### src/hw/rtl/mm2_pkg.sv
// Shared types, constants and helpers for the streaming MurmurHash2 block.
package mm2_pkg;

	localparam int HASH_W = 32;
	localparam int CNT_W  = $clog2(HASH_W);

	localparam logic [HASH_W-1:0] MURMUR_M   = 32'h5bd1e995;
	localparam logic [HASH_W-1:0] SEED_RESET = 32'hDEADBEEF;

	localparam int SHIFT_R  = 24;
	localparam int SHIFT_F1 = 13;
	localparam int SHIFT_F2 = 15;

	typedef enum logic [2:0] {
		ST_IDLE,
		ST_MK1,
		ST_MK2,
		ST_MH,
		ST_MT,
		ST_MF,
		ST_EMIT
	} state_t;

	typedef struct packed {
		logic              done;
		logic [HASH_W-1:0] product;
	} mul_res_t;

	// Keep the low bytes of a short last word.
	function automatic logic [HASH_W-1:0] tail_mask(input logic [1:0] cnt);
		logic [HASH_W-1:0] m;
		m = '0;
		unique case (cnt)
			2'd1:    m = 32'h0000_00FF;
			2'd2:    m = 32'h0000_FFFF;
			2'd3:    m = 32'h00FF_FFFF;
			default: m = '0;
		endcase
		return m;
	endfunction

endpackage

### src/hw/rtl/murmurhash2_32_stream.sv
// Top level: streaming 32-bit MurmurHash2 with a bit-serial constant multiplier.
//
// Words of a message come in on the slave stream, last word flagged by s_tlast.
// Every multiply by the MurmurHash2 constant runs through one shared shift-add
// unit that takes one operand bit per cycle. A non-last word needs three
// multiplies; a full last word needs four, a short last word two, an empty last
// word one. The hash is held in an output register, so a finished result can
// wait on m_tready while the next message starts. The seed may be written at
// any time and applies from the next message start.
module murmurhash2_32_stream import mm2_pkg::*; (
	input  logic        clk,
	input  logic        arst_n,
	input  logic        s_tvalid,
	output logic        s_tready,
	input  logic [63:0] s_tdata,   // data_word[31:0], total_length[63:32]
	input  logic [2:0]  s_tuser,   // byte_count[2:0]
	input  logic        s_tlast,
	output logic        m_tvalid,
	input  logic        m_tready,
	output logic [31:0] m_tdata,   // hash_value[31:0]
	input  logic        cfg_valid,
	output logic        cfg_ready,
	input  logic [31:0] cfg_data
);

	state_t state_q, state_d;

	logic [HASH_W-1:0] seed_q;
	logic [HASH_W-1:0] acc_q;
	logic              in_msg_q;
	logic [HASH_W-1:0] h_q;
	logic [HASH_W-1:0] k_q;
	logic              last_q;
	logic              m_tvalid_q;
	logic [HASH_W-1:0] m_tdata_q;

	logic              mul_start;
	logic [HASH_W-1:0] mul_op;
	mul_res_t          mul_res;

	logic              s_acc;
	logic              full_word;
	logic [HASH_W-1:0] word;
	logic [HASH_W-1:0] h0;
	logic [HASH_W-1:0] h_tail;
	logic [HASH_W-1:0] p;
	logic [HASH_W-1:0] h_fold;
	logic              out_free;

	assign word      = s_tdata[31:0];
	assign s_acc     = s_tvalid && s_tready;
	assign full_word = !s_tlast || s_tuser[2];
	assign h0        = in_msg_q ? acc_q : (seed_q ^ s_tdata[63:32]);
	assign h_tail    = h0 ^ (word & tail_mask(s_tuser[1:0]));
	assign p         = mul_res.product;
	assign h_fold    = p ^ k_q;
	assign out_free  = !m_tvalid_q || m_tready;

	mm2_smul u_mul (
		.clk     (clk),
		.arst_n  (arst_n),
		.start   (mul_start),
		.operand (mul_op),
		.res     (mul_res)
	);

	// Next state
	always_comb begin
		state_d = state_q;
		unique case (state_q)
			ST_IDLE: begin
				if (s_acc) begin
					if (full_word) begin
						state_d = ST_MK1;
					end else if (s_tuser[1:0] != 2'd0) begin
						state_d = ST_MT;
					end else begin
						state_d = ST_MF;
					end
				end
			end
			ST_MK1: if (mul_res.done) state_d = ST_MK2;
			ST_MK2: if (mul_res.done) state_d = ST_MH;
			ST_MH: begin
				if (mul_res.done) state_d = last_q ? ST_MF : ST_IDLE;
			end
			ST_MT:  if (mul_res.done) state_d = ST_MF;
			ST_MF:  if (mul_res.done) state_d = ST_EMIT;
			ST_EMIT: if (out_free) state_d = ST_IDLE;
			default: state_d = ST_IDLE;
		endcase
	end

	// Outputs: handshake and multiplier requests
	always_comb begin
		s_tready  = 1'b0;
		mul_start = 1'b0;
		mul_op    = '0;
		unique case (state_q)
			ST_IDLE: begin
				s_tready  = 1'b1;
				mul_start = s_acc;
				if (full_word) begin
					mul_op = word;
				end else if (s_tuser[1:0] != 2'd0) begin
					mul_op = h_tail;
				end else begin
					mul_op = h0 ^ (h0 >> SHIFT_F1);
				end
			end
			ST_MK1: begin
				mul_start = mul_res.done;
				mul_op    = p ^ (p >> SHIFT_R);
			end
			ST_MK2: begin
				mul_start = mul_res.done;
				mul_op    = h_q;
			end
			ST_MH: begin
				mul_start = mul_res.done && last_q;
				mul_op    = h_fold ^ (h_fold >> SHIFT_F1);
			end
			ST_MT: begin
				mul_start = mul_res.done;
				mul_op    = p ^ (p >> SHIFT_F1);
			end
			ST_MF, ST_EMIT: begin
				mul_start = 1'b0;
			end
			default: begin
				mul_start = 1'b0;
			end
		endcase
	end

	always_ff @(posedge clk or negedge arst_n) begin
		if (!arst_n) begin
			state_q    <= ST_IDLE;
			seed_q     <= SEED_RESET;
			acc_q      <= '0;
			in_msg_q   <= 1'b0;
			m_tvalid_q <= 1'b0;
		end else begin
			state_q <= state_d;
			if (cfg_valid) begin
				seed_q <= cfg_data;
			end
			if (s_acc) begin
				in_msg_q <= !s_tlast;
			end
			if (state_q == ST_MH && mul_res.done && !last_q) begin
				acc_q <= h_fold;
			end
			if (state_q == ST_EMIT && out_free) begin
				m_tvalid_q <= 1'b1;
			end else if (m_tready) begin
				m_tvalid_q <= 1'b0;
			end
		end
	end

	always_ff @(posedge clk) begin
		if (s_acc) begin
			h_q    <= h0;
			last_q <= s_tlast;
		end
		if (state_q == ST_MK2 && mul_res.done) begin
			k_q <= p;
		end
		if (state_q == ST_MF && mul_res.done) begin
			h_q <= p ^ (p >> SHIFT_F2);
		end
		if (state_q == ST_EMIT && out_free) begin
			m_tdata_q <= h_q;
		end
	end

	assign cfg_ready = 1'b1;
	assign m_tvalid  = m_tvalid_q;
	assign m_tdata   = m_tdata_q;

endmodule

### src/hw/rtl/mm2_smul.sv
// Bit-serial shift-add multiplier by the MurmurHash2 constant, modulo 2^32.
module mm2_smul import mm2_pkg::*; (
	input  logic              clk,
	input  logic              arst_n,
	input  logic              start,
	input  logic [HASH_W-1:0] operand,
	output mul_res_t          res
);

	logic              busy_q;
	logic              done_q;
	logic [CNT_W-1:0]  cnt_q;
	logic [HASH_W-1:0] a_q;
	logic [HASH_W-1:0] m_q;
	logic [HASH_W-1:0] prod_q;

	always_ff @(posedge clk or negedge arst_n) begin
		if (!arst_n) begin
			busy_q <= 1'b0;
			done_q <= 1'b0;
			cnt_q  <= '0;
		end else begin
			done_q <= 1'b0;
			if (start) begin
				busy_q <= 1'b1;
				cnt_q  <= '0;
			end else if (busy_q) begin
				cnt_q <= cnt_q + CNT_W'(1);
				if (cnt_q == CNT_W'(HASH_W - 1)) begin
					busy_q <= 1'b0;
					done_q <= 1'b1;
				end
			end
		end
	end

	// One operand bit per cycle; the constant walks left as the operand walks right.
	always_ff @(posedge clk) begin
		if (start) begin
			a_q    <= operand;
			m_q    <= MURMUR_M;
			prod_q <= '0;
		end else if (busy_q) begin
			if (a_q[0]) begin
				prod_q <= prod_q + m_q;
			end
			a_q <= a_q >> 1;
			m_q <= m_q << 1;
		end
	end

	assign res.done    = done_q;
	assign res.product = prod_q;

endmodule
### config.mk
export PLATFORM = sky130hd
export DESIGN_NAME = murmurhash2_32_stream
export DESIGN_NICKNAME = d
export VERILOG_FILES = /design/src/hw/rtl/mm2_pkg.sv /design/src/hw/rtl/murmurhash2_32_stream.sv /design/src/hw/rtl/mm2_smul.sv
export SDC_FILE = /design/constraint.sdc
export NUM_CORES = 1
export LEC_CHECK = 0
export ABC_AREA = 1
export BUFFER_PORTS_ARGS = -buffer_cell sky130_fd_sc_hd__buf_2
export CELL_PAD_IN_SITES_DETAIL_PLACEMENT = 1
export CELL_PAD_IN_SITES_GLOBAL_PLACEMENT = 2
export CORE_ASPECT_RATIO = 0.5
export CORE_MARGIN = 1
export CORE_UTILIZATION = 39
export CTS_CLUSTER_SIZE = 20
export DETAILED_ROUTE_END_ITERATION = 16
export GPL_TIMING_DRIVEN = 0
export PLACE_DENSITY = 0.94
export SLEW_MARGIN = 20
export SYNTH_ARGS = -nofsm -noshare
export SYNTH_HDL_FRONTEND = slang
export SYNTH_SLANG_ARGS = --single-unit
### constraint.sdc
create_clock -name clk -period 6.6 [get_ports clk]
set_clock_uncertainty 0.2 [all_clocks]
set_input_delay 1.32 -clock clk [delete_from_list [all_inputs] [get_ports clk]]
set_output_delay 1.32 -clock clk [all_outputs]
set_load 0.01 [all_outputs]
==> key figures, run 1 <==
Die
  • Core area: between 30000 and 40000 µm²
  • DIE HEIGHT: about 140 µm
  • Die width: roughly 280 µm
  • Number of top-level pins: 140
  • Rows: 50
  • Die Area: about 39000 µm²
  • Initial Util: 0.399

Synthesis
  • Largest cells by area after synthesis: edfxtp_1 (26%), nand2_1 (12%), dfrtp_1 (8.6%)
  • Sequential fraction of the synthesis area: 0.471
  • Area leader, netlist: edfxtp_1
  • Net count after synthesis: 1988
  • Main flop type after synthesis: edfxtp_1
  • Synth cell count leaders: nand2_1 (496), nor2_1 (185), inv_1 (154)
  • Syn Inst Count: 1849
  • Netlist cell types: 43
  • Seq cells post-synth: roughly 270
  • Area of the mapped netlist: roughly 15000 µm²
  • Post-synth ARST share: 0.283
  • Most frequent cell after synthesis: nand2_1
  • Synth Warn #: 0
  • Top-area cell type share of the netlist area: 0.257
  • Avg Inst Size Synth: around 8.1 µm²
  • Number of enable flip-flop cells after synthesis: approximately 130

Worst setup path
  • CP Launch Type: flop
  • CP peak stage delay: ~480 ps
  • Worst Setup End Kind: output port
  • Crit-path slowest cell: clkbuf_1
  • Arrival @ worst endpoint: around 2300 ps
  • Worst path top cell family by delay: buffers and inverters
  • CP Cell Sequence: nor2_1 > nand2_1 > inv_2 > clkbuf_1 > buf_2
  • Critical path required time: around 5100 ps
  • Buf+Inv Stages, Crit Path: 3
  • Critical Path Fanout Max: 10
  • CP Class: flop to output port

Detailed routing
  • Vias per cell: ~5.6
  • Routed Wire Length: roughly 60 mm
  • Pre-antenna DRT Iters: 5
  • Antenna-violating nets left: 0
  • Via Count: about 14000
  • Wire per inst: between 20 and 25 µm
  • Drt drc: 0
  • Starting DRT DRC Count: between 1500 and 2000

STA
  • Relative slew slack: 0.280
  • Fin. Hold Viols: 0
  • Fin crit period: roughly 3800 ps
  • Final setup fails: 0
  • Achievable frequency: approximately 0.26 GHz
  • Worst-margin pin slew: 1070 ps
  • Post-Route Setup TNS: 0 ps
  • Final period utilization: 0.577
  • RSZ-0062 raised after global routing: no
  • Final Slew Violations: 0
  • Hold Slack: between 200 and 250 ps

Global routing
  • Antenna violations before repair: 2
  • Largest net degree at the start of global routing: 56
  • Global-route usage over all layers: 0.300
  • GR Overflow Total: 0
  • First-pass GRT wire length: around 88 mm
  • Vias in the first global route: between 10000 and 15000

Clock tree
  • Clock root buffer: clkbuf_16
  • Cts bufs inserted: 27
  • CTS tree: built
  • CTS sink cnt: 269
  • Post-CTS setup repair buffer count: 0
  • Post-CTS Hold Fix Bufs: 0
  • Clk_lat worst skew: 560 ps
  • Resize count post-CTS: 0
  • Longest Clk Path Bufs: 3
  • Clk slew on worst S/H paths: 70 ps
  • H-tree levels: 1

Power and ir drop
  • Max IR drop VDD: approximately 0.18 mV
  • Pwr Density: 532 nW/µm²
  • P_leak: 7.82 nW

Worst hold path
  • Hold/Removal Path Class: flop to flop

Final layout
  • Nets: 2158
  • Share of cells above drive strength 1: 0.151
  • Area growth syn-to-layout: 15.6%
  • ANT cells: 0

Placed design
  • Gpl congestion: between 0.9 and 1
  • Port Buffers: between 100 and 150
  • Hpwl dp: around 46 mm

Status
  • Status: completed

Run
  • MaxCap Viol Count: 0
==> cell families after synthesis <==
group                    Yosys count  share of synthesized area
adder cells (fa/ha/maj)           34                     0.0288
flip-flops                       269                      0.471
AO/OA/AOI/OAI                    362                      0.131
XOR/XNOR                          80                     0.0465
multiplexers                      57                     0.0426
AND/OR/NAND/NOR                  808                      0.216
buffers and inverters            238                     0.0641
other                              1                   0.000249
==> final timing paths <==
kind / from / cells after the start / endpoint / slack (ps)
min: u_mul.prod_q[31]$_SDFFE_PP0P_ / 0 / k_q[31]$_DFFE_PP_ / 250
min in group asynchronous: arst_n / 1 / seed_q[24]$_DFFE_PN0P_ / 490
max reg2reg: state_q[1]$_DFFE_PN0P_ / 9 / h_q[15]$_DFFE_PP_ / 3520
max in group asynchronous: arst_n / 2 / seed_q[1]$_DFFE_PN1P_ / 5030
min reg2reg: u_mul.prod_q[31]$_SDFFE_PP0P_ / 0 / k_q[31]$_DFFE_PP_ / 250
max: state_q[2]$_DFFE_PN0P_ / 5 / s_tready / 2790
==> per-stage QoR <==
step | util | worst slack [ps] | std cells | area (µm²) | power [W]
after global placement | 0.434 | 2430 | 2505 | 16400 | 0.00734
final | 0.461 | 2790 | 2560 | 17400 | 0.00925
after detailed placement | 0.438 | 3040 | 2510 | 16500 | 0.00751
after global routing | 0.461 | 2760 | 2560 | 17400 | 0.00979
after CTS | 0.461 | 2840 | 2560 | 17400 | 0.00912
after floorplan | - | 3250 | 1849 | 15100 | 0.00566
==> power by group <==
part           total, W  leakage [nW]  internal, W  switching, W
sequential      0.00294          2.70      0.00236      0.000582
combinational   0.00472          4.69      0.00143       0.00329
clock           0.00159         0.425     0.000894      0.000699
==> sequential cells by signal, indices dropped and copies added, names as in the netlist <==
name,cells
u_mul.m_q,32
u_mul.cnt_q,5
last_q,1
state_q,3
acc_q,32
u_mul.a_q,32
u_mul.busy_q,1
in_msg_q,1
h_q,32
u_mul.done_q,1
seed_q,32
m_tdata,32
k_q,32
u_mul.prod_q,32
m_tvalid,1
==> placed cells by master, fill, tap and decap left out, drive strengths merged, types with 36 or more instances in the layout <==
cell	count
xor2	44
nand2	496
dfrtp	52
a21oi	133
edfxtp	129
clkbuf	82
o21ai	156
nand3	90
dfxtp	64
nor2	185
xnor2	36
inv	162
mux2	57
buf	178
==> area by class of cell <==
cell class | count | area [µm²]
clock buffer | 45 | 791
sequential | 269 | 7090
buffer | 74 | 344
inverter | 164 | 621
fill | 4630 | 20300
multi-input combinational | 1342 | 7020
timing repair buffer | 141 | 806
tap | 520 | 651
clock inverter | 5 | 78.8
==> metal layers <==
layer,routed length [µm],vias up,global-route usage
met5,0,-,0
met4,1600,0,0.0736
met3,5800,108,0.0621
met2,26300,655,0.477
met1,25900,7062,0.417
li1,-,6523,-
No activity file was read; power rests on OpenSTA's default activity.
==> inputs of run 2 (changes only) <==
- ABC_AREA: 1 -> 0
- CORE_UTILIZATION: 39 -> 38
- PLACE_DENSITY: 0.94 -> 0.88
- clock period: 6.6 -> 3.6 ns (I/O delays scaled with it)
==> run 2 against run 1 <==
  * Global-route usage fell by 2.7 points
  * Synthesized area decreased by 1.3%
  * Sequential power is 12% higher
  * Via count is 9.8% lower
==> key figures, run 2 <==
Worst setup path
  • Arrival @ worst endpoint: 3770 ps (+1480 ps)
  • Worst Setup End Kind: flop
  • Cell count along the critical path: 7 (+2)
  • CP Launch Type: flop
  • Critical Path Fanout Max: 10 (unchanged)
  • R2R Path End: u_mul.cnt_q[1]$_DFFE_PN0P_
  • CP Class: flop to flop
  • Crit-path slowest cell: nand2_1
  • CP Cell Sequence: clkbuf_1 > nor3_2 > nand2_1 > nand2_1 > clkbuf_2 > clkbuf_1 > nor2_1
  • R2R Path Start: state_q[0]$_DFFE_PN0P_
  • Worst path top cell family by delay: simple AND/OR/NAND/NOR gates
  • R2r worst-path depth: 7 (-2)
  • Reg2reg setup slack: 50 ps (-3470 ps)
  • Buf+Inv Stages, Crit Path: 3 (unchanged)
  • CP peak stage delay: 590 ps (+110 ps)
  • Critical path required time: 3820 ps (-1260 ps)

Worst hold path
  • Hold Path Sink: seed_q[12]$_DFFE_PN1P_
  • WHS Path Cells: 2 (+2)
  • Hold_sp: cfg_data[12]
  • Hold/Removal Path Class: input port to flop

Placed design
  • Dpl cells: 2231 (-11%)
  • Gpl congestion: 0.935 (-2.8%)
  • Hpwl dp: 42.3 mm (-7.8%)
  • Port Buffers: 137 (+0.74%)

Clock tree
  • Post-CTS setup repair buffer count: 0 (unchanged)
  • Clk slew on worst S/H paths: 70 ps (about the same)
  • CTS tree: built
  • Cts bufs inserted: 27 (unchanged)
  • Clock root buffer: clkbuf_16
  • H-tree levels: 1 (unchanged)
  • CTS sink cnt: 269 (unchanged)
  • Clk_lat worst skew: 570 ps (about the same)
  • Longest Clk Path Bufs: 3 (unchanged)

Synthesis
  • Post-synth ARST share: 0.283 (unchanged)
  • Avg Inst Size Synth: 9.47 µm² (+16%)
  • Syn Inst Count: 1568 (-15%)
  • Net count after synthesis: 1707 (-14%)
  • Most frequent cell after synthesis: a21oi_1
  • Area of the mapped netlist: 14900 µm² (-1.3%)
  • Top-area cell type share of the netlist area: 0.261 (+0.00347)
  • Synth Warn #: 0 (unchanged)
  • Netlist cell types: 73 (+70%)
  • Main flop type after synthesis: edfxtp_1
  • Largest cells by area after synthesis: edfxtp_1 (26%), dfrtp_1 (8.8%), dfxtp_1 (8.6%)
  • Synth cell count leaders: a21oi_1 (199), nor2_1 (194), nand2_1 (165)
  • Number of enable flip-flop cells after synthesis: 129 (unchanged)
  • Seq cells post-synth: 269 (unchanged)
  • Area leader, netlist: edfxtp_1
  • Sequential fraction of the synthesis area: 0.477 (+0.00635)

Detailed routing
  • Drt drc: 0 (unchanged)
  • Pre-antenna DRT Iters: 5 (unchanged)
  • Vias per cell: 5.68 (+1.3%)
  • Via Count: 12900 (-9.8%)
  • Starting DRT DRC Count: 1380 (-8.7%)
  • Routed Wire Length: 54.2 mm (-9.0%)
  • Antenna-violating nets left: 0 (unchanged)
  • Wire per inst: 23.8 µm (+2.2%)

Power and ir drop
  • Max IR drop VDD: 0.332 mV (+88%)
  • P_leak: 7.12 nW (-9.0%)
  • Pwr Density: 389 nW/µm² (-27%)
  • Final Power: 0.00670 W (-28%)

STA
  • Achievable frequency: approximately 0.28 GHz
  • Final setup fails: 0 (unchanged)
  • RSZ-0062 raised after global routing: no
  • Worst-margin pin slew: 1100 ps (+32.5 ps)
  • Relative slew slack: 0.258 (-0.0219)
  • Final Slew Violations: 0 (unchanged)
  • Fin. Hold Viols: 0 (unchanged)
  • Fin crit period: around 3600 ps
  • Final period utilization: 0.986

Die
  • Die Area: 39900 µm² (+1.3%)
  • Rows: 50 (unchanged)
  • Initial Util: 0.392 (-0.00726)
  • DIE HEIGHT: 142 µm (+0.62%)
  • Core area: 37900 µm² (+0.50%)
  • Number of top-level pins: 140 (unchanged)
  • Die width: 282 µm (+0.63%)

Global routing
  • GR Overflow Total: 0 (unchanged)
  • Global-route usage over all layers: 0.272 (-0.0275)
  • Vias in the first global route: 12800 (-11%)
  • Antenna violations before repair: 1 (-1)
  • First-pass GRT wire length: 80.8 mm (-8.7%)
  • Largest net degree at the start of global routing: 56 (unchanged)

Run
  • MaxCap Viol Count: 0 (unchanged)

Final layout
  • Commonest non-fill, non-tap cell in the layout: a21oi_1
  • Register Area: 7090 µm² (unchanged)
  • Multi-input logic area: 7260 µm² (+3.4%)
  • ANT cells: 0 (unchanged)
  • Nets: 1880 (-13%)
  • Fillers: 4416 (-4.6%)
  • Share of cells above drive strength 1: 0.157 (+0.00632)
  • Area growth syn-to-layout: 15.9%
  • Final Core Density: 0.454 (-0.00730)
  • Fin cells: 2281 (-11%)
  • Commonest non-fill, non-tap cells in the layout: a21oi_1 (197), nor2_1 (194), nand2_1 (163)

Status
  • Status: completed
==> run 2: cell types whose count changed in the layout (fill, tap and decap cells not counted), sizes merged, moves of 15 or more <==
cell / previous run / this run
mux2: 57 / 38
o211ai: 17 / 2
inv: 162 / 23
o21ai: 156 / 84
nand3: 90 / 23
buf: 178 / 163
mux2i: 0 / 48
nand2: 496 / 165
xnor2: 36 / 104
clkbuf: 82 / 131
a21oi: 133 / 200
a221oi: 3 / 20
==> run 2: worst reg2reg max path, cell delays in order (launching register included) <==
cell and delay, ps:
dfrtp_1 370, clkbuf_1 240, nor3_2 540, nand2_1 350
nand2_1 590, clkbuf_2 470, clkbuf_1 530, nor2_1 110
==> run 2: cells by family (layout without fill, tap and decap cells) <==
logic type	count (synthesis)	after routing	share of synthesized area
AO/OA/AOI/OAI	446	446	0.184
XOR/XNOR	149	149	0.0879
adder cells (fa/ha/maj)	34	34	0.0291
buffers and inverters	137	330	0.0361
flip-flops	269	269	0.477
multiplexers	86	86	0.0612
other	1	1	0.000252
AND/OR/NAND/NOR	446	446	0.124
==> run 2: layout make-up <==
cell class,count,share of cell area
plain buffers,115,0.0266
clock buffers,36,0.0430
clock inverters,13,0.00669
inverters,22,0.00480
multi-input cells,1162,0.422
flip-flops and latches,269,0.412
well taps,520,0.0378
repair buffers,144,0.0474
==> run 2: worst max path at each step <==
| stage | from | endpoint | slack, ps |
|---|---|---|---|
| 2_1_floorplan | u_mul.prod_q[0]$_SDFFE_PP0P_ | u_mul.prod_q[30]$_SDFFE_PP0P_ | 620 |
| 3_3_place_gp | state_q[2]$_DFFE_PN0P_ | u_mul.a_q[2]$_DFFE_PP_ | -1020 |
| 3_5_place_dp | state_q[0]$_DFFE_PN0P_ | u_mul.cnt_q[1]$_DFFE_PN0P_ | -270 |
| 4_1_cts | state_q[0]$_DFFE_PN0P_ | s_tready | 120 |
| 5_1_grt | state_q[2]$_DFFE_PN0P_ | s_tready | 30 |
| 6_report | state_q[0]$_DFFE_PN0P_ | u_mul.cnt_q[1]$_DFFE_PN0P_ | 50 |
==> run 2: metrics by stage <==
stage / setup TNS (ps) / setup WS (ps) / area, µm² / hold slack (ps)
after floorplan: 0 / 624 / 14900 / 221
after global placement: -43240 / -1020 / 16200 / 234
after detailed placement: -10300 / -273 / 16300 / 241
after CTS: 0 / 121 / 17200 / 163
after global routing: 0 / 28.5 / 17200 / 182
final: 0 / 49.1 / 17200 / 184
==> run 2: what timing repair did <==
action | in CTS | in global routing
endpoints found under the setup margin | 66 | 20
gates cloned | 0 | 0
hold endpoints to repair | 19 | 0
hold buffers | 1 | 0
resized for setup | 5 | 3
==> run 2: power breakdown <==
| part | internal, W | switching (W) | leakage [nW] |
|---|---|---|---|
| registers | 0.00326 | 0.0000246 | 2.71 |
| clock network | 0.00158 | 0.00126 | 0.419 |
| logic | 0.000210 | 0.000354 | 3.98 |
==> run 2: metal layers <==
| metal | wire length, µm | global-route usage | up-vias |
|---|---|---|---|
| met2 | 23200 | 0.408 | 490 |
| met1 | 24700 | 0.399 | 6420 |
| li1 | - | - | 5951 |
| met4 | 1350 | 0.0644 | 0 |
| met5 | 0 | 0 | - |
| met3 | 4900 | 0.0560 | 88 |
==> inputs of run 3 (changes only) <==
- BUFFER_PORTS_ARGS: -buffer_cell sky130_fd_sc_hd__buf_2 -> -buffer_cell sky130_fd_sc_hd__buf_4
- CORE_UTILIZATION: 38 -> 39
- GPL_TIMING_DRIVEN: 0 -> not set
- PLACE_DENSITY: 0.88 -> 0.89
- SYNTH_HIERARCHICAL: not set -> 1
==> run 3 against run 2 <==
  * Final area increased by 2.7%
  * Critical path depth is 4 lower
  * Synthesized cell count is 4.3% lower
  * Clock power rose by 4%
  * Die area fell by 1.0%
  * Via count decreased by 4.8%
  * Core utilization up 1.5 points
  * Register-to-register slack improved by 250 ps
  * Routed wire length shrank 6.0%
  * Sequential power about the same
==> key figures, run 3 <==
Global routing
  • GR Overflow Total: 0 (unchanged)
  • Met3 usage: 0.0287 (-0.0273)
  • Largest net degree at the start of global routing: 50 (-11%)
  • First-pass GRT wire length: 77.7 mm (-3.9%)
  • Global-route usage over all layers: 0.259 (-0.0136)
  • Busiest layer in global routing: met2
  • Vias in the first global route: 13100 (+2.7%)
  • Antenna violations before repair: 2 (+1)
  • Met1 Use GR: 0.346 (-0.0535)
  • GRT met2 Usage: 0.440 (+0.0320)

Status
  • Status: completed

Detailed routing
  • Drt drc: 0 (unchanged)
  • Pre-antenna DRT Iters: 7 (+2)
  • Vias per cell: 5.74 (+1.2%)
  • Starting DRT DRC Count: 980 (-29%)
  • Routed Wire Length: 50.9 mm (-6.0%)
  • Via Count: 12300 (-4.8%)
  • Wire per inst: 23.7 µm (-0.18%)
  • Antenna-violating nets left: 0 (unchanged)

Synthesis
  • Largest cells by area after synthesis: edfxtp_1 (26%), dfrtp_1 (8.6%), dfxtp_1 (8.5%)
  • Syn Inst Count: 1501 (-4.3%)
  • Main flop type after synthesis: edfxtp_1
  • Area leader, netlist: edfxtp_1
  • Synth cell count leaders: nand2_1 (173), edfxtp_1 (129), nor2_1 (119)
  • Main combinational cell family by area after synthesis: compound AO/OA/AOI/OAI gates
  • Avg Inst Size Synth: 10.1 µm² (+6.1%)
  • Post-Synth Simple-Gate Area: 0.111 (-0.0132)
  • Synth Warn #: 6 (+6)
  • Netlist cell types: 73 (unchanged)
  • Compound-Gate Fraction of Synth Area: 0.165 (-0.0194)
  • Most frequent cell after synthesis: nand2_1
  • Area of the mapped netlist: 15100 µm² (+1.6%)
  • Mux contribution to synthesized area: 0.0889 (+0.0277)
  • Adder-cell share of the synthesized area: 0.0287 (-0.000459)
  • Net count after synthesis: 1640 (-3.9%)
  • Top-area cell type share of the netlist area: 0.257 (-0.00411)
  • XOR/XNOR share of the synthesized area: 0.100 (+0.0125)
  • Number of enable flip-flop cells after synthesis: 129 (unchanged)
  • Post-synth ARST share: 0.283 (unchanged)
  • Sequential fraction of the synthesis area: 0.470 (-0.00752)
  • Seq cells post-synth: 269 (unchanged)

Placed design
  • Hpwl dp: 36.3 mm (-14%)
  • Gpl congestion: 0.886 (-5.2%)
  • Port Buffers: 138 (+0.73%)
  • Setup WS pre-CTS: 287 ps (+560 ps)

Final layout
  • Final Core Density: 0.469 (+0.0146)
  • Area growth syn-to-layout: 17.1%
  • Commonest non-fill, non-tap cell in the layout: buf_4
  • ANT cells: 0 (unchanged)
  • Commonest non-fill, non-tap cells in the layout: buf_4 (183), nand2_1 (173), edfxtp_1 (129)
  • Nets: 1744 (-7.2%)
  • Share of cells above drive strength 1: 0.215 (+0.0578)

STA
  • Worst-margin pin slew: 978 ps (-123 ps)
  • Final period utilization: 0.929 (-0.0573)
  • Relative slew slack: 0.346 (+0.0875)
  • Achievable frequency: 0.299 GHz (+6.2%)
  • Post-Route Setup TNS: 0 ps (unchanged)
  • RSZ-0062 raised after global routing: no
  • Hold Slack: 148 ps (-36.0 ps)
  • Setup WS post-layout: 255 ps (+206 ps)
  • Final setup fails: 0 (unchanged)
  • Final Slew Violations: 0 (unchanged)
  • Fin crit period: 3340 ps (-206 ps)
  • Fin. Hold Viols: 0 (unchanged)

Worst setup path
  • CP Class: flop to output port
  • Critical path required time: 2680 ps (-1140 ps)
  • CP endpoint: s_tready
  • R2r worst-path depth: 9 (+2)
  • Reg2reg setup slack: 300 ps (+250 ps)
  • Critical path startpoint: state_q[1]$_DFFE_PN0P_
  • Worst Setup End Kind: output port
  • R2R Path Start: u_mul/prod_q[10]$_SDFFE_PP0P_
  • Critical Path Fanout Max: 20 (+10)
  • CP Launch Type: flop
  • Arrival @ worst endpoint: 2420 ps (-1350 ps)
  • R2R Path End: u_mul/prod_q[31]$_SDFFE_PP0P_

Clock tree
  • Clk slew on worst S/H paths: 70 ps (about the same)
  • CTS sink cnt: 269 (unchanged)
  • CTS tree: built
  • Clock root buffer: clkbuf_16
  • H-tree levels: 1 (unchanged)
  • Clk_lat worst skew: 590 ps (+20 ps)
  • Cts bufs inserted: 28 (+3.7%)
  • Post-CTS setup repair buffer count: 0 (unchanged)
  • Resize count post-CTS: 0 (-5)
  • Longest Clk Path Bufs: 3 (unchanged)

Die
  • Initial Util: 0.400 (+0.00825)
  • DIE HEIGHT: 141 µm (-0.50%)
  • Die width: 280 µm (-0.50%)
  • Die Area: 39500 µm² (-1.0%)
  • Rows: 50 (unchanged)
  • Core area: 37700 µm² (-0.50%)
  • Number of top-level pins: 140 (unchanged)

Power and ir drop
  • P_leak: 7.60 nW (+6.8%)
  • Max IR drop VDD: 0.343 mV (+3.5%)
  • Pwr Density: 381 nW/µm² (-2.1%)

Run
  • MaxCap Viol Count: 0 (unchanged)

Worst hold path
  • Hold/Removal Path Class: input port to flop
-- run 3: changes by cell type after synthesis, moves of 15 or more --
cell	before	now
o22ai_1	27	0
xor2_1	45	79
mux2_2	38	63
a221oi_1	19	2
a31oi_1	19	4
o211ai_1	1	19
clkbuf_1	95	77
nor2_1	194	119
a21oi_1	199	110
-- run 3: report_power, final --
group | leakage [nW] | internal (W) | switching [W] | total, W
clock network | 0.437 | 0.00164 | 0.00131 | 0.00295
logic | 4.45 | 0.000211 | 0.000284 | 0.000495
registers | 2.71 | 0.00326 | 0.0000260 | 0.00329
-- run 3: cell type report --
class                           count  area (µm²)
Inverter                           22        83.8
Multi-Input combinational cell   1096        7480
Fill cell                        4170       20000
Clock inverter                     14         136
Sequential cell                   269        7090
Clock buffer                       38         768
Timing Repair Buffer              188        1460
Tap cell                          520         651
-- run 3: worst min path at each step --
stage / end / from / cells past startpoint
2_1_floorplan: acc_q[0]$_DFFE_PN0P_ / arst_n / 0
5_1_grt: last_q$_DFFE_PP_ / s_tlast / 1
3_3_place_gp: m_tdata[8]$_DFFE_PP_ / h_q[8]$_DFFE_PP_ / 0
4_1_cts: last_q$_DFFE_PP_ / s_tlast / 1
6_report: last_q$_DFFE_PP_ / s_tlast / 1
3_5_place_dp: m_tdata[10]$_DFFE_PP_ / h_q[10]$_DFFE_PP_ / 0
-- run 3: critical path, cell delays in order, from the launching register on --
cell and delay [ps]:
dfrtp_1 730, or3_1 360, clkinv_2 440, buf_4 310
-- run 3: repair_timing --
action / in CTS / in global routing
hold buffers: 1 / 0
endpoints found under the setup margin: 0 / 0
hold endpoints to repair: 33 / 0
-- run 3: routing by layer --
| metal | wire (µm) | up-vias |
|---|---|---|
| met5 | 0 | - |
| met4 | 1340 | 0 |
| met3 | 2860 | 92 |
| met2 | 24400 | 369 |
| met1 | 22300 | 6282 |
| li1 | - | 5589 |
-- run 3: stage by stage --
step / power, W / instance area [µm²] / cells
floorplan: 0.00360 / 15100 / 1501
global placement: 0.00381 / 16800 / 2094
detailed placement: 0.00384 / 16800 / 2094
CTS: 0.00678 / 17700 / 2147
global route: 0.00693 / 17700 / 2147
finish: 0.00673 / 17700 / 2147
-- run 3: kinds of logic after synthesis --
family,count (synthesis)
mux,126
fa+ha+maj,34
flops,269
compound gates,379
simple gates,383
other cells,1
xor+xnor,173
buf+inv,136
